[src/bqbt_pkg.sv]
`timescale 1ns / 1ps
package bqbt_pkg;

  // Width of each signed bracket depth counter
  localparam int unsigned DEPTH_BITS = 8;

  localparam logic signed [DEPTH_BITS-1:0] DEPTH_MAX = {1'b0, {(DEPTH_BITS-1){1'b1}}};
  localparam logic signed [DEPTH_BITS-1:0] DEPTH_MIN = {1'b1, {(DEPTH_BITS-1){1'b0}}};

  // Character codes
  localparam logic [7:0] CHR_BSLASH = 8'h5C;
  localparam logic [7:0] CHR_SQUOTE = 8'h27;
  localparam logic [7:0] CHR_DQUOTE = 8'h22;
  localparam logic [7:0] CHR_LPAREN = 8'h28;
  localparam logic [7:0] CHR_RPAREN = 8'h29;
  localparam logic [7:0] CHR_LSQ    = 8'h5B;
  localparam logic [7:0] CHR_RSQ    = 8'h5D;
  localparam logic [7:0] CHR_LCURLY = 8'h7B;
  localparam logic [7:0] CHR_RCURLY = 8'h7D;
  localparam logic [7:0] CHR_SEMI   = 8'h3B;
  localparam logic [7:0] CHR_NL     = 8'h0A;
  localparam logic [7:0] CHR_TAB    = 8'h09;
  localparam logic [7:0] CHR_SPACE  = 8'h20;

  // Quote mode codes
  localparam logic [1:0] QM_NONE   = 2'd0;
  localparam logic [1:0] QM_SINGLE = 2'd1;
  localparam logic [1:0] QM_DOUBLE = 2'd2;

  // Byte classes decided by the front end
  typedef enum logic [3:0] {
    CLS_OTHER,
    CLS_BSLASH,
    CLS_SQUOTE,
    CLS_DQUOTE,
    CLS_LPAREN,
    CLS_RPAREN,
    CLS_LSQ,
    CLS_RSQ,
    CLS_LCURLY,
    CLS_RCURLY,
    CLS_SEMI,
    CLS_BLANK
  } cls_e;

  typedef struct packed {
    logic [7:0] text_byte;
    logic       start_of_text;
  } in_word_t;

  typedef struct packed {
    logic       brackets_balanced;
    logic       statement_closed;
    logic [1:0] quote_mode;
    logic       depth_saturated;
  } out_word_t;

  // Classified word passed from front to back
  typedef struct packed {
    cls_e cls;
    logic start;
  } cmd_t;

endpackage

[src/bqbt_front.sv]
`timescale 1ns / 1ps
module bqbt_front (
  input  logic               in_valid_i,
  input  bqbt_pkg::in_word_t in_word_i,
  output logic               in_stall_o,
  input  logic               q_full_i,
  output logic               push_o,
  output bqbt_pkg::cmd_t     cmd_o
);
  import bqbt_pkg::*;

  cls_e cls;

  // Map each byte to its class
  always_comb begin
    case (in_word_i.text_byte) inside
      CHR_BSLASH:                   cls = CLS_BSLASH;
      CHR_SQUOTE:                   cls = CLS_SQUOTE;
      CHR_DQUOTE:                   cls = CLS_DQUOTE;
      CHR_LPAREN:                   cls = CLS_LPAREN;
      CHR_RPAREN:                   cls = CLS_RPAREN;
      CHR_LSQ:                      cls = CLS_LSQ;
      CHR_RSQ:                      cls = CLS_RSQ;
      CHR_LCURLY:                   cls = CLS_LCURLY;
      CHR_RCURLY:                   cls = CLS_RCURLY;
      CHR_SEMI:                     cls = CLS_SEMI;
      CHR_SPACE, CHR_NL, CHR_TAB:   cls = CLS_BLANK;
      default:                      cls = CLS_OTHER;
    endcase
  end

  assign in_stall_o  = q_full_i;
  assign push_o      = in_valid_i && !q_full_i;
  assign cmd_o.cls   = cls;
  assign cmd_o.start = in_word_i.start_of_text;

endmodule

[src/bqbt_queue.sv]
`timescale 1ns / 1ps
module bqbt_queue (
  input  logic           clk_i,
  input  logic           rst_ni,
  input  logic           push_i,
  input  bqbt_pkg::cmd_t cmd_i,
  output logic           full_o,
  input  logic           pop_i,
  output logic           valid_o,
  output bqbt_pkg::cmd_t cmd_o
);
  import bqbt_pkg::*;

  cmd_t       mem_q [2];
  logic       wr_ptr_q, wr_ptr_d;
  logic       rd_ptr_q, rd_ptr_d;
  logic [1:0] count_q, count_d;
  logic       do_pop;

  assign full_o  = (count_q == 2'd2);
  assign valid_o = (count_q != 2'd0);
  assign cmd_o   = mem_q[rd_ptr_q];
  assign do_pop  = pop_i && valid_o;

  // Pointer and fill count update
  always_comb begin
    wr_ptr_d = wr_ptr_q ^ push_i;
    rd_ptr_d = rd_ptr_q ^ do_pop;
    count_d  = count_q + {1'b0, push_i} - {1'b0, do_pop};
  end

  always_ff @(posedge clk_i or negedge rst_ni) begin
    if (!rst_ni) begin
      wr_ptr_q <= 1'b0;
      rd_ptr_q <= 1'b0;
      count_q  <= 2'd0;
    end else begin
      wr_ptr_q <= wr_ptr_d;
      rd_ptr_q <= rd_ptr_d;
      count_q  <= count_d;
    end
  end

  // Storage, no reset needed
  always_ff @(posedge clk_i) begin
    if (push_i) begin
      mem_q[wr_ptr_q] <= cmd_i;
    end
  end

endmodule

[src/bqbt_exec.sv]
`timescale 1ns / 1ps
module bqbt_exec (
  input  logic                clk_i,
  input  logic                rst_ni,
  input  logic                q_valid_i,
  input  bqbt_pkg::cmd_t      cmd_i,
  output logic                pop_o,
  output logic                out_valid_o,
  input  logic                out_stall_i,
  output bqbt_pkg::out_word_t out_word_o
);
  import bqbt_pkg::*;

  typedef logic signed [DEPTH_BITS-1:0] depth_t;

  logic      sq_q, sq_d;
  logic      dq_q, dq_d;
  logic      esc_q, esc_d;
  depth_t    paren_q, paren_d;
  depth_t    square_q, square_d;
  depth_t    curly_q, curly_d;
  logic      tail_q, tail_d;
  logic      brace_q, brace_d;
  logic      out_valid_q;
  out_word_t out_q, out_d;

  logic   sq, dq, esc, tail, brace;
  depth_t paren, square, curly;
  logic   balanced;

  // Saturating step of one depth counter
  function automatic depth_t bump(depth_t d, logic up);
    depth_t r;
    r = d;
    if (up) begin
      if (d != DEPTH_MAX) r = d + depth_t'(1);
    end else begin
      if (d != DEPTH_MIN) r = d - depth_t'(1);
    end
    return r;
  endfunction

  function automatic logic at_limit(depth_t d);
    return (d == DEPTH_MAX) || (d == DEPTH_MIN);
  endfunction

  // Take a word when the output register is free or being drained
  assign pop_o = q_valid_i && (!out_valid_q || !out_stall_i);

  // Start of text clears state before the byte is applied
  always_comb begin
    sq     = cmd_i.start ? 1'b0 : sq_q;
    dq     = cmd_i.start ? 1'b0 : dq_q;
    esc    = cmd_i.start ? 1'b0 : esc_q;
    paren  = cmd_i.start ? '0 : paren_q;
    square = cmd_i.start ? '0 : square_q;
    curly  = cmd_i.start ? '0 : curly_q;
    tail   = cmd_i.start ? 1'b0 : tail_q;
    brace  = cmd_i.start ? 1'b0 : brace_q;
  end

  // Quote and bracket pass
  always_comb begin
    sq_d     = sq;
    dq_d     = dq;
    esc_d    = esc;
    paren_d  = paren;
    square_d = square;
    curly_d  = curly;
    if (esc) begin
      esc_d = 1'b0;
    end else if (sq) begin
      if (cmd_i.cls == CLS_BSLASH) esc_d = 1'b1;
      else if (cmd_i.cls == CLS_SQUOTE) sq_d = 1'b0;
    end else if (dq) begin
      if (cmd_i.cls == CLS_BSLASH) esc_d = 1'b1;
      else if (cmd_i.cls == CLS_DQUOTE) dq_d = 1'b0;
    end else begin
      case (cmd_i.cls)
        CLS_SQUOTE: sq_d     = 1'b1;
        CLS_DQUOTE: dq_d     = 1'b1;
        CLS_LPAREN: paren_d  = bump(paren, 1'b1);
        CLS_RPAREN: paren_d  = bump(paren, 1'b0);
        CLS_LSQ:    square_d = bump(square, 1'b1);
        CLS_RSQ:    square_d = bump(square, 1'b0);
        CLS_LCURLY: curly_d  = bump(curly, 1'b1);
        CLS_RCURLY: curly_d  = bump(curly, 1'b0);
        default:    ;
      endcase
    end
  end

  // Statement-end pass, ignores quotes
  always_comb begin
    tail_d  = tail;
    brace_d = brace;
    if (tail) begin
      if (cmd_i.cls != CLS_BLANK) tail_d = 1'b0;
    end else if (cmd_i.cls == CLS_RCURLY) begin
      brace_d = 1'b1;
    end else if (cmd_i.cls == CLS_SEMI) begin
      tail_d = 1'b1;
    end
  end

  // Result word from the updated state
  always_comb begin
    balanced                = (paren_d == '0) && (square_d == '0) && (curly_d == '0);
    out_d.brackets_balanced = balanced;
    out_d.statement_closed  = balanced && (tail_d || brace_d);
    out_d.quote_mode        = sq_d ? QM_SINGLE : (dq_d ? QM_DOUBLE : QM_NONE);
    out_d.depth_saturated   = at_limit(paren_d) || at_limit(square_d) || at_limit(curly_d);
  end

  always_ff @(posedge clk_i or negedge rst_ni) begin
    if (!rst_ni) begin
      sq_q        <= 1'b0;
      dq_q        <= 1'b0;
      esc_q       <= 1'b0;
      paren_q     <= '0;
      square_q    <= '0;
      curly_q     <= '0;
      tail_q      <= 1'b0;
      brace_q     <= 1'b0;
      out_valid_q <= 1'b0;
    end else begin
      if (pop_o) begin
        sq_q     <= sq_d;
        dq_q     <= dq_d;
        esc_q    <= esc_d;
        paren_q  <= paren_d;
        square_q <= square_d;
        curly_q  <= curly_d;
        tail_q   <= tail_d;
        brace_q  <= brace_d;
      end
      if (pop_o) begin
        out_valid_q <= 1'b1;
      end else if (!out_stall_i) begin
        out_valid_q <= 1'b0;
      end
    end
  end

  // Output payload register
  always_ff @(posedge clk_i) begin
    if (pop_o) begin
      out_q <= out_d;
    end
  end

  assign out_valid_o = out_valid_q;
  assign out_word_o  = out_q;

endmodule

[src/bracket_quote_balance_tracker_core.sv]
// Flow: a word accepted into the queue is popped into the output register when that register
// is free or being drained, and its result is then taken from the output register.
// Throughput: one word per cycle while neither side stalls; the two-entry queue between
// classifier and state update lets input and output stall independently.
// Reset: rst_ni is asynchronous, active low; it clears all tracking state, the queue and
// the output valid. start_of_text clears tracking state ahead of its own byte.
`timescale 1ns / 1ps
module bracket_quote_balance_tracker_core (
  input  logic                clk_i,
  input  logic                rst_ni,
  input  logic                in_valid_i,
  output logic                in_stall_o,
  input  bqbt_pkg::in_word_t  in_word_i,
  output logic                out_valid_o,
  input  logic                out_stall_i,
  output bqbt_pkg::out_word_t out_word_o
);
  import bqbt_pkg::*;

  logic q_full;
  logic push;
  cmd_t push_cmd;
  logic pop;
  logic q_valid;
  cmd_t pop_cmd;

  // Front: accept and classify
  bqbt_front u_front (
    .in_valid_i (in_valid_i),
    .in_word_i  (in_word_i),
    .in_stall_o (in_stall_o),
    .q_full_i   (q_full),
    .push_o     (push),
    .cmd_o      (push_cmd)
  );

  // Decoupling queue
  bqbt_queue u_queue (
    .clk_i   (clk_i),
    .rst_ni  (rst_ni),
    .push_i  (push),
    .cmd_i   (push_cmd),
    .full_o  (q_full),
    .pop_i   (pop),
    .valid_o (q_valid),
    .cmd_o   (pop_cmd)
  );

  // Back: state update and result register
  bqbt_exec u_exec (
    .clk_i       (clk_i),
    .rst_ni      (rst_ni),
    .q_valid_i   (q_valid),
    .cmd_i       (pop_cmd),
    .pop_o       (pop),
    .out_valid_o (out_valid_o),
    .out_stall_i (out_stall_i),
    .out_word_o  (out_word_o)
  );

endmodule

[config.mk]
export PLATFORM = sky130hd
export DESIGN_NAME = bracket_quote_balance_tracker_core
export DESIGN_NICKNAME = d
export VERILOG_FILES = /design/src/bqbt_pkg.sv /design/src/bqbt_front.sv /design/src/bqbt_queue.sv /design/src/bqbt_exec.sv /design/src/bracket_quote_balance_tracker_core.sv
export SDC_FILE = /design/constraint.sdc
export NUM_CORES = 1
export LEC_CHECK = 0
export BUFFER_PORTS_ARGS = -buffer_cell sky130_fd_sc_hd__buf_4
export CAP_MARGIN = 10
export CORE_UTILIZATION = 55
export CTS_CLUSTER_SIZE = 12
export DETAILED_ROUTE_END_ITERATION = 16
export PLACE_DENSITY = 0.72
export SLEW_MARGIN = 40
export SYNTH_ARGS = -nofsm -noshare
export SYNTH_HDL_FRONTEND = slang
export SYNTH_SLANG_ARGS = --single-unit
[constraint.sdc]
create_clock -name clk_i -period 5.55 [get_ports clk_i]
set_input_delay 1.11 -clock clk_i [delete_from_list [all_inputs] [get_ports clk_i]]
set_output_delay 1.11 -clock clk_i [all_outputs]
set_load 0.1 [all_outputs]
== Word level (Yosys, flattened, before mapping) ==
Memories as Yosys holds them, arrays and structs flattened.
Index checks and enable logic that the tools add are counted.

* Reduce and logical (&&, ||, !) cells: 21
* Add/subtract/negate cells: 8
* Bitwise gates (word level): 2
* Eq/ne operators: 38
* Multiplexer cells: 64

{| class="wikitable"
|+ Operators by type and width
! cell !! number
|-
| $mux W8 || 18
|-
| $eq A8 B6 Y1 const B || 6
|-
| $eq A8 B8 Y1 const B || 6
|-
| $ne A8 B8 Y1 const B || 6
|-
| $pmux W8 S2 || 3
|-
| $mux W4 || 11
|-
| $eq A8 B7 Y1 const B || 5
|-
| $mux W1 || 31
|-
| $add A8 B2 Y8 const B || 3
|-
| $logic_not A8 Y1 || 3
|-
| $sub A8 B2 Y8 const B || 3
|-
| $eq A4 B3 Y1 const B || 4
|-
| $eq A8 B4 Y1 const B || 2
|-
| $eq A4 B4 Y1 const B || 3
|-
| $eq A4 B2 Y1 const B || 2
|-
| $logic_or A1 B1 Y1 || 7
|-
| $logic_and A1 B1 Y1 || 6
|-
| $eq A4 B1 Y1 const B || 1
|-
| $ne A4 B4 Y1 const B || 1
|-
| $logic_not A1 Y1 || 3
|-
| $reduce_or A3 Y1 || 1
|-
| $add A2 B1 Y2 || 1
|-
| $eq A2 B2 Y1 const B || 1
|-
| $mux W2 || 1
|-
| other kinds (4) || 5
|}

* Register bits after elaboration: 39
* Memories: 1
* Logic and storage cells: 150
* Output and inout bits: 7
* Bits in writable memories: 10
* Bits of input ports: 13

{| class="wikitable"
|+ Memories
! memory !! words !! width !! rd ports !! clocked after memory_dff !! wr ports !! RTL line !! source
|-
| u_queue.mem_q || 2 || 5 || 1 || 0 || 1 || bqbt_queue.sv:14 || <nowiki>cmd_t mem_q [2];</nowiki>
|}

== Depth between registers and ports, before layout ==
Gate-level depths: netlist of the first run.

* Depth in word-level cells: 13
* Mapped depth: 18
* Gate-level depth less buffers: 12

== By module ==
Synthesis of the first run repeated with hierarchy kept, for this count alone.

* Cell total of the unflattened synthesis: 550
* Area total of the unflattened synthesis: 4,645.7 µm²

{| class="wikitable"
|+ By module, submodules not included
! module !! instances !! cells an instance !! seq. area each (µm²) !! area an instance (µm²)
|-
| bqbt_exec || 1 || 482 || 900.9 || 3,816.2
|-
| bqbt_queue || 1 || 34 || 400.4 || 599.3
|-
| bqbt_front || 1 || 34 || 0.0 || 230.2
|}

== Worst setup path after synthesis of the first run ==
Ideal clock, no wire load.

* Path type: flip-flop to flip-flop
* Start point: register u_queue.rd_ptr_q
* End point: register u_exec.out_q (netlist bit u_exec.out_word_o[3]), data pin
* Required time: 5.381 ns
* Library setup time: 0.169 ns
* Arrival: 3.986 ns
* Path buffers: 6
* Period minus slack after synthesis: 4.155 ns
* Setup slack: 1.395 ns
* Cell stages (with the launch flop): 19
* Cells stage by stage: dfrtp_1 > buf_6 > mux2i_2 > buf_2 > buf_2 > buf_2 > buf_1 > nand2_1 > inv_1 > ha_1 > clkbuf_1 > nand3_1 > o21ai_0 > a211oi_1 > a221o_1 > or4_1 > or3b_1 > nor2_1 > nor4b_2

{| class="wikitable"
|+ RTL lines
! item !! RTL line !! source
|-
| from (decl) || bqbt_queue.sv:16 || <nowiki>logic rd_ptr_q, rd_ptr_d;</nowiki>
|-
| from (signal assigned) || bqbt_queue.sv:39 || <nowiki>rd_ptr_q <= rd_ptr_d;</nowiki>
|-
| to (signal assigned) || bqbt_exec.sv:148 || <nowiki>out_q <= out_d;</nowiki>
|-
| to (decl) || bqbt_exec.sv:25 || <nowiki>out_word_t out_q, out_d;</nowiki>
|}

==> qor.yml, run 1 <==
global_route_wire_length_before_repair_microns: 22500
drive_above_1_share_pct: 9.09
routed_wirelength_microns: 13600
timing.final.crit_period_ps: 4320
worst_slack_ps: 1230
power_density_nw_per_um2: 551
ios: 20
synthMostInstantiatedCell: "sky130_fd_sc_hd__nand2_1"
final-seq-area_sq_um: 1300
detail_route.vias_per_cell: 7.03
critPathArrivalTime_ps: 4350
dieWidth_microns: 93.7
worst_min_delay_path_class: "reg -> reg"
cts_buffers: 5
cp_data_required_time_ps: 5590
synth_top_cell_area_share_pct: 18.4
synth_nets: 611
cts_hold_repair.buffers: 0
vdd_ir_drop_max_mv: 0.264
grt_most_used_layer: "met2"
place.port_buffers: 19
number_of_antenna_violations_at_the_first_check_in_global_routing: 0
post-place-ws_ps: 1070
track_usage_pct: 32.7
design.die.area_sq_um: 8770
worstPathMaxFanout: 38
grt_max_degree: 49
tightest_slew_ps: 807
global_routing_usage_on_met3_pct: 3.56
design.core.area_sq_um: 8180
static-leakage-power_nw: 1.86
setup_tns_ps: 0
initial_core_util_pct: 56.5
grt_setup_unrepaired: "no"
clock_sink_count: 49
post-layout-total-power_w: 0.00268
floorplan.die.height_microns: 93.7
buffers_from_clock_root_to_sink_at_most: 2
multi_input_gate_area_sq_um: 3070
post-place-cells: 669
insertedDiodeCount: 0
floorplan.rows: 33
n_fill_cell: 751
report.final.hold_viol_count: 0
result_of_the_run: "complete, no violations"
first_global_vias: 4373
ys_ff_latch: 49
post_detailed_placement_half_perimeter_wirelength_microns: 9700
cts.root.buffer_cell: "sky130_fd_sc_hd__clkbuf_8"
cts_resized: 0
slew-limit-headroom_pct: 45.7
gr_ovfl_total: 0
report.final.setup_viol: 0
1st_iter_drt_viols: 374
kind_of_end_point_of_the_critical_path: "register"
post-cts-setup-buffers: 0
worstSkewPairLatency_ps: 320
timing.clock.skew_ps: 16.9
synthCells: 585
synth-async-reset-ratio_pct: 69.4
synth_warnings: 0
detailroute.via_count: 4758
cts_tree: "done"
first_pass_iters: 5
clk_pin_slew_ps: 110
ys_top_cells_by_count: "74 x sky130_fd_sc_hd__nand2_1, 47 x sky130_fd_sc_hd__o21ai_0, 34 x sky130_fd_sc_hd__dfrtp_1"
synth_top_area_cell: "sky130_fd_sc_hd__dfrtp_1"
detail_route.wl_per_cell_microns: 20.1
globalRouteMet1Util_pct: 46.2
yosys-top-cells-area: "sky130_fd_sc_hd__dfrtp_1 18%, sky130_fd_sc_hd__edfxtp_1 9.7%, sky130_fd_sc_hd__nand2_1 6.0%, sky130_fd_sc_hd__o21ai_0 5.1%, sky130_fd_sc_hd__ha_1 3.5%"
gr-usage-met2_pct: 50.6
layoutNonFillerInstCount: 677
gp_congestion: 0.927
yosysUniqueCellTypes: 82
drv_slew: 0
flow.area_growth_from_synthesis_pct: 5.20
synth_flop_type: "sky130_fd_sc_hd__dfrtp_1"
antenna_violating_nets_post_route: 0
synth_area_per_cell_sq_um: 7.90
achievable-frequency_mhz: 232
finish.net_count: 597
cts.htree.levels: 2
post_synth_edffs: 15
netlist_area_sq_um: 4620
path_class: "reg -> reg"
regToRegSetupSlack_ps: 1230
final.period_utilization_pct: 77.8
synth_sequential_area_ratio_pct: 28.2
post-route-drc-count: 0
max_cap_violations: 0
start_kind: "register"
-- cells by family (layout without fill, tap and decap cells) --
family | after synthesis | count (layout) | synth area share (%)
fa+ha+maj | 13 | 13 | 3.52
buf+inv | 65 | 52 | 5.79
mux | 13 | 13 | 3.09
compound gates | 180 | 180 | 27.2
flops | 49 | 49 | 28.2
simple gates | 257 | 257 | 30.8
xor+xnor | 8 | 8 | 1.52
-- through the flow --
step	hold slack (ps)	utilization, %	instance area, sq um
2_1_floorplan	468	-	4620
3_3_place_gp	487	58.0	4740
4_1_cts	524	59.5	4860
3_5_place_dp	502	58.1	4750
6_report	523	59.5	4860
5_1_grt	559	59.5	4860
-- worst paths after layout --
check	startpoint	endpoint	cells after the start
hold / removal	u_exec.out_valid_o$_DFFE_PN0P_	u_exec.out_valid_o$_DFFE_PN0P_	2
setup / recovery	u_queue.rd_ptr_q$_DFF_PN0_	u_exec.out_word_o[0]$_DFFE_PP_	13
min in group asynchronous	rst_ni	u_exec.square_q[3]$_DFFE_PN0P_	1
hold reg to reg	u_exec.out_valid_o$_DFFE_PN0P_	u_exec.out_valid_o$_DFFE_PN0P_	2
max in group asynchronous	rst_ni	u_queue.rd_ptr_q$_DFF_PN0_	1
setup reg to reg	u_queue.rd_ptr_q$_DFF_PN0_	u_exec.out_word_o[0]$_DFFE_PP_	13
-- per-layer routing --
metal / vias up / routed length [microns] / part of all wire (%)
li1: 2233 / - / -
met1: 2251 / 6010 / 44
met2: 233 / 6250 / 46
met3: 41 / 950 / 7.0
met4: 0 / 402 / 3.0
met5: - / 0 / 0
-- area by class of cell --
class                      count  share of cell area (%)
clock inverter                 3                   0.952
inverter                      21                    1.62
multi-input combinational    471                    63.0
timing repair buffer          23                    3.47
tap                          105                    2.70
sequential                    49                    26.8
clock buffer                   5                    1.42
-- worst max-delay path, stage by stage (launching register included) --
cell	delay [ps]
sky130_fd_sc_hd__dfrtp_2	700
sky130_fd_sc_hd__mux2i_4	600
sky130_fd_sc_hd__buf_4	460
sky130_fd_sc_hd__nand2_1	230
sky130_fd_sc_hd__inv_1	100
sky130_fd_sc_hd__ha_1	260
sky130_fd_sc_hd__inv_1	110
sky130_fd_sc_hd__nor4_1	380
sky130_fd_sc_hd__a41o_1	230
sky130_fd_sc_hd__a31oi_1	80
sky130_fd_sc_hd__a311oi_1	400
sky130_fd_sc_hd__nor4_1	100
sky130_fd_sc_hd__a211oi_1	240
sky130_fd_sc_hd__o2111ai_1	140
-- registers in the layout (all words and copies together), names as in the netlist --
signal / flops
u_queue.rd_ptr_q: 1
u_exec.esc_q: 1
u_exec.out_word_o: 5
u_exec.curly_q: 8
u_exec.out_valid_o: 1
u_queue.mem_q: 10
u_exec.dq_q: 1
u_exec.brace_q: 1
u_exec.paren_q: 8
u_queue.wr_ptr_q: 1
u_exec.square_q: 8
u_exec.sq_q: 1
u_exec.tail_q: 1
u_queue.count_q: 2
-- cell usage in the layout (no fill, tap or decap), types with 15 or more instances in the layout --
| master | n |
|---|---|
| sky130_fd_sc_hd__a21oi_1 | 28 |
| sky130_fd_sc_hd__buf_4 | 22 |
| sky130_fd_sc_hd__dfrtp_1 | 33 |
| sky130_fd_sc_hd__edfxtp_1 | 15 |
| sky130_fd_sc_hd__inv_1 | 21 |
| sky130_fd_sc_hd__nand2_1 | 74 |
| sky130_fd_sc_hd__nand3_1 | 25 |
| sky130_fd_sc_hd__nor2_1 | 28 |
| sky130_fd_sc_hd__nor3_1 | 21 |
| sky130_fd_sc_hd__nor4_1 | 18 |
| sky130_fd_sc_hd__o21ai_0 | 45 |
-- where the power goes --
part | internal [W] | total (W) | switching [W] | leakage [nW]
clock | 0.000135 | 0.000271 | 0.000136 | 0.0543
combinational | 0.000569 | 0.00162 | 0.00105 | 1.21
sequential | 0.000515 | 0.000789 | 0.000275 | 0.592
total | 0.00122 | 0.00268 | 0.00146 | 1.86
(Power assumes the default switching activity.)
==> run 2, diff against run 1 <==
- PLACE_DENSITY: 0.72 -> 0.75
- clock period: 5.55 -> 3.9 ns (I/O delays scaled with it)
==> qor.yml, run 2 (synthesis gave the netlist of run 1 again) <==
worst_min_delay_path_class: "in -> async"
setup_tns_ps: 0
timing.clock.skew_ps: 11.6
finish.net_count: 610
slew-limit-headroom_pct: 48.2
cts_resized: 0
start_kind: "register"
combPwrFrac_pct: 61.5
detailroute.via_count: 4930
track_usage_pct: 34.0
cp_data_required_time_ps: 4020
critPathArrivalTime_ps: 3760
multi_input_gate_area_sq_um: 3070
crit_path_end: "u_exec.out_word_o[4]$_DFFE_PP_"
floorplan.rows: 33
first_pass_iters: 5
clockPowerShare_pct: 11.6
final_area_sq_um: 4980
rr_startpoint: "u_queue.rd_ptr_q$_DFF_PN0_"
detail_route.wl_per_cell_microns: 20.6
global_route_wire_length_before_repair_microns: 23200
1st_iter_drt_viols: 419
clock_sink_count: 49
detail_route.vias_per_cell: 7.14
cts_hold_repair.buffers: 0
dieWidth_microns: 93.7
cts.root.buffer_cell: "sky130_fd_sc_hd__clkbuf_8"
insertedDiodeCount: 0
final.period_utilization_pct: 93.3
critical-path-top-cell-by-count: "sky130_fd_sc_hd__buf_4"
power.switching_fraction_pct: 53.3
power_density_nw_per_um2: 803
report.final.setup_viol: 0
layout.cells.most_common_list: "74 x sky130_fd_sc_hd__nand2_1, 46 x sky130_fd_sc_hd__o21ai_0, 36 x sky130_fd_sc_hd__buf_4, 34 x sky130_fd_sc_hd__dfrtp_1"
worst-path-stages: 9
layoutNonFillerInstCount: 690
worst_setup_startpoint: "u_queue.rd_ptr_q$_DFF_PN0_"
post-cts-setup-buffers: 0
buffers_from_clock_root_to_sink_at_most: 2
power.sequential.fraction_pct: 27.0
path_class: "reg -> reg"
clk_pin_slew_ps: 110
timing.critical_path.cells: "buf_4 -> mux2_4 -> nor2_1 -> buf_4 -> a21o_1 -> o311a_1 -> or4_1 -> or3b_1 -> nor4_1"
p_switching_w: 0.00213
post_detailed_placement_half_perimeter_wirelength_microns: 10100
worstPathMaxFanout: 29
kind_of_end_point_of_the_critical_path: "register"
regToRegSetupSlack_ps: 260
antenna_violating_nets_post_route: 0
cts_buffers: 5
static-leakage-power_nw: 1.94
post-place-cells: 682
place.port_buffers: 19
most_common_cell_after_layout_fill_and_taps_aside: "sky130_fd_sc_hd__nand2_1"
tightest_slew_ps: 777
intPower_w: 0.00187
slowest_stage: "sky130_fd_sc_hd__or4_1"
max_cap_violations: 0
largest_register_ffs: 10
worst_path_dominant_cell_family: "simple AND/OR/NAND/NOR gates"
result_of_the_run: "complete, no violations"
layout.core_utilization_pct: 61.0
vdd_ir_drop_max_mv: 0.435
slowest_delay_ps: 570
grt_max_degree: 48
gr_ovfl_total: 0
report.final.hold_viol_count: 0
cts_tree: "done"
gp_congestion: 0.953
post_dp_cell_area_sq_um: 4850
drv_slew: 0
initial_core_util_pct: 56.5
design.core.area_sq_um: 8180
drive_above_1_share_pct: 11.1
largest_register: "u_queue.mem_q"
grt_setup_unrepaired: "no"
reg2regPathDepth: 9
achievable-frequency_mhz: 275
post-route-drc-count: 0
final-seq-area_sq_um: 1300
cts.htree.levels: 2
flow.area_growth_from_synthesis_pct: 7.85
first_global_vias: 4465
final.hold.worst_slack_ps: 414
critPathBufInv: 2
ios: 20
worstSkewPairLatency_ps: 320
number_of_antenna_violations_at_the_first_check_in_global_routing: 0
n_fill_cell: 714
routed_wirelength_microns: 14200
r2r-end: "u_exec.out_word_o[4]$_DFFE_PP_"
timing.final.crit_period_ps: 3640
floorplan.die.height_microns: 93.7
design.die.area_sq_um: 8770
-- run 2: metal layers --
| layer | track usage (%) | vias to the layer above | part of all wire [%] |
|---|---|---|---|
| met2 | 51.8 | 319 | 44 |
| met5 | 0 | - | 0 |
| li1 | - | 2254 | - |
| met1 | 48.3 | 2303 | 43 |
| met4 | 14.5 | 0 | 3.6 |
| met3 | 4.69 | 54 | 9.1 |
-- run 2: power by group through the flow --
stage	Clock (W)	Combinational, W	Sequential, W
floorplan	0	0.00176	0.00108
global placement	0	0.00236	0.00106
detailed placement	0	0.00241	0.00106
CTS	0.000464	0.00242	0.00105
global route	0.000480	0.00267	0.00111
finish	0.000463	0.00246	0.00108
-- run 2: how the worst min path moves through the flow --
stage | from | end | slack [ps]
6_report | rst_ni | u_exec.square_q[4]$_DFFE_PN0P_ | 410
2_1_floorplan | u_exec.brace_q$_DFFE_PN0P_ | u_exec.brace_q$_DFFE_PN0P_ | 470
4_1_cts | rst_ni | u_exec.square_q[4]$_DFFE_PN0P_ | 440
5_1_grt | rst_ni | u_exec.square_q[5]$_DFFE_PN0P_ | 460
3_3_place_gp | u_exec.brace_q$_DFFE_PN0P_ | u_exec.brace_q$_DFFE_PN0P_ | 490
3_5_place_dp | u_exec.brace_q$_DFFE_PN0P_ | u_exec.brace_q$_DFFE_PN0P_ | 500
-- run 2: cell type report --
class                           count  area share, %
Clock buffer                        5           1.38
Clock inverter                      3           1.38
Inverter                           21           1.58
Multi-Input combinational cell    471           61.5
Sequential cell                    49           26.1
Tap cell                          105           2.64
Timing Repair Buffer               36           5.42
-- run 2: worst reg2reg max path, cell delays in order, from the launching register on --
cell and delay, ps:
sky130_fd_sc_hd__dfrtp_1 430, sky130_fd_sc_hd__buf_4 310, sky130_fd_sc_hd__mux2_4 450, sky130_fd_sc_hd__nor2_1 130
sky130_fd_sc_hd__buf_4 190, sky130_fd_sc_hd__a21o_1 200, sky130_fd_sc_hd__o311a_1 390, sky130_fd_sc_hd__or4_1 570
sky130_fd_sc_hd__or3b_1 470, sky130_fd_sc_hd__nor4_1 320
-- run 2: per-stage QoR --
stage | setup WS (ps) | power (W)
floorplan | 35.9 | 0.00284
detailed placement | 355 | 0.00347
global route | 98.2 | 0.00426
finish | 261 | 0.00400
CTS | 313 | 0.00394
global placement | 472 | 0.00343
==> run 3, diff against run 2 <==
- CTS_BUF_LIST: default -> sky130_fd_sc_hd__clkbuf_16
==> qor.yml, run 3 (synthesis gave the netlist of run 1 again) <==
vdd_ir_drop_max_mv: 0.435
slew-limit-headroom_pct: 46.7
place.port_buffers: 19
timing.clock.skew_ps: 7.27
max_cap_violations: 0
floorplan.rows: 33
design.die.area_sq_um: 8770
post-place-ws_ps: 355
antenna_violating_nets_post_route: 0
timing.final.crit_period_ps: 3630
cts_resized: 0
1st_iter_drt_viols: 397
buffers_from_clock_root_to_sink_at_most: 2
gp_congestion: 0.953
cts.htree.levels: 2
number_of_antenna_violations_at_the_first_check_in_global_routing: 0
global_routing_usage_on_met3_pct: 5.10
finish.net_count: 610
grt_most_used_layer: "met2"
start_kind: "register"
grt_max_degree: 48
power_density_nw_per_um2: 822
report.final.setup_viol: 0
final.hold.worst_slack_ps: 447
cp_data_required_time_ps: 4000
gr-usage-met2_pct: 52.1
layout.cells.most_common_list: "74 x sky130_fd_sc_hd__nand2_1, 46 x sky130_fd_sc_hd__o21ai_0, 36 x sky130_fd_sc_hd__buf_4, 34 x sky130_fd_sc_hd__dfrtp_1"
cts_tree: "done"
post_detailed_placement_half_perimeter_wirelength_microns: 10100
ios: 20
floorplan.die.height_microns: 93.7
report.final.hold_viol_count: 0
dieWidth_microns: 93.7
kind_of_end_point_of_the_critical_path: "register"
clock_sink_count: 49
drv_slew: 0
largest_register_ffs: 10
cts_buffers: 5
worstSkewPairLatency_ps: 300
static-leakage-power_nw: 1.97
initial_core_util_pct: 56.5
post-cts-setup-buffers: 0
insertedDiodeCount: 0
first_global_vias: 4454
most_common_cell_after_layout_fill_and_taps_aside: "sky130_fd_sc_hd__nand2_1"
worst_slack_ps: 272
detailroute.via_count: 4879
gr_ovfl_total: 0
largest_register: "u_queue.mem_q"
achievable-frequency_mhz: 276
result_of_the_run: "complete, no violations"
globalRouteMet1Util_pct: 48.3
detail_route.wl_per_cell_microns: 20.7
post-route-drc-count: 0
path_class: "reg -> reg"
track_usage_pct: 34.2
drive_above_1_share_pct: 11.1
first_pass_iters: 5
post-place-cells: 682
tightest_slew_ps: 799
routed_wirelength_microns: 14300
detail_route.vias_per_cell: 7.07
clk_pin_slew_ps: 70
cts_hold_repair.buffers: 0
design.core.area_sq_um: 8180
grt_setup_unrepaired: "no"
layout.core_utilization_pct: 61.7
layoutNonFillerInstCount: 690
worst_min_delay_path_class: "in -> async"
cts.root.buffer_cell: "sky130_fd_sc_hd__clkbuf_16"
global_route_wire_length_before_repair_microns: 23300
worstPathMaxFanout: 29
final.period_utilization_pct: 93.0
critPathArrivalTime_ps: 3730
setup_tns_ps: 0
flow.area_growth_from_synthesis_pct: 9.07
run 3: changes by cell type in the layout (fill, tap and decap cells not counted):
cell,change
sky130_fd_sc_hd__clkbuf_16,+5
sky130_fd_sc_hd__clkbuf_8,-5
run 3: final timing paths:
kind	startpoint	slack, ps	end	cells past startpoint
max	u_queue.rd_ptr_q$_DFF_PN0_	270	u_exec.out_word_o[4]$_DFFE_PP_	9
min	rst_ni	450	u_exec.square_q[4]$_DFFE_PN0P_	1
max reg2reg	u_queue.rd_ptr_q$_DFF_PN0_	270	u_exec.out_word_o[4]$_DFFE_PP_	9
min reg2reg	u_exec.out_valid_o$_DFFE_PN0P_	530	u_exec.out_valid_o$_DFFE_PN0P_	2
max in group asynchronous	rst_ni	3100	u_exec.tail_q$_DFFE_PN0P_	1
min in group clk_i	u_exec.out_valid_o$_DFFE_PN0P_	530	u_exec.out_valid_o$_DFFE_PN0P_	2
run 3: power by group:
group	switching [W]	internal (W)	total, W
Sequential	0.000345	0.000733	0.00108
Clock	0.000221	0.000371	0.000592
Combinational	0.00160	0.000876	0.00247
run 3: area by class of cell:
cell class                 count  area [sq um]
timing repair buffer          36           270
inverter                      21          78.8
fill                         710          3130
sequential                    49          1300
clock inverter                 3          68.8
multi-input combinational    471          3070
tap                          105           131
clock buffer                   5           125
run 3: stage by stage:
stage / power [W] / cell area [sq um]
2_1_floorplan: 0.00284 / 4640
3_3_place_gp: 0.00343 / 4850
3_5_place_dp: 0.00347 / 4850
4_1_cts: 0.00406 / 5040
5_1_grt: 0.00439 / 5040
6_report: 0.00414 / 5040
run 3: worst max-delay path, cell delays in order, from the launching register on:
cell and delay [ps]:
sky130_fd_sc_hd__dfrtp_1 420, sky130_fd_sc_hd__buf_4 310, sky130_fd_sc_hd__mux2_4 450, sky130_fd_sc_hd__nor2_1 130, sky130_fd_sc_hd__buf_4 190, sky130_fd_sc_hd__a21o_1 200, sky130_fd_sc_hd__o311a_1 390, sky130_fd_sc_hd__or4_1 570
sky130_fd_sc_hd__or3b_1 470, sky130_fd_sc_hd__nor4_1 320
run 3: layer usage:
metal,vias up,routed length (microns)
li1,2256,-
met1,2282,6090
met2,300,6350
met3,41,1360
met4,0,474
met5,-,0
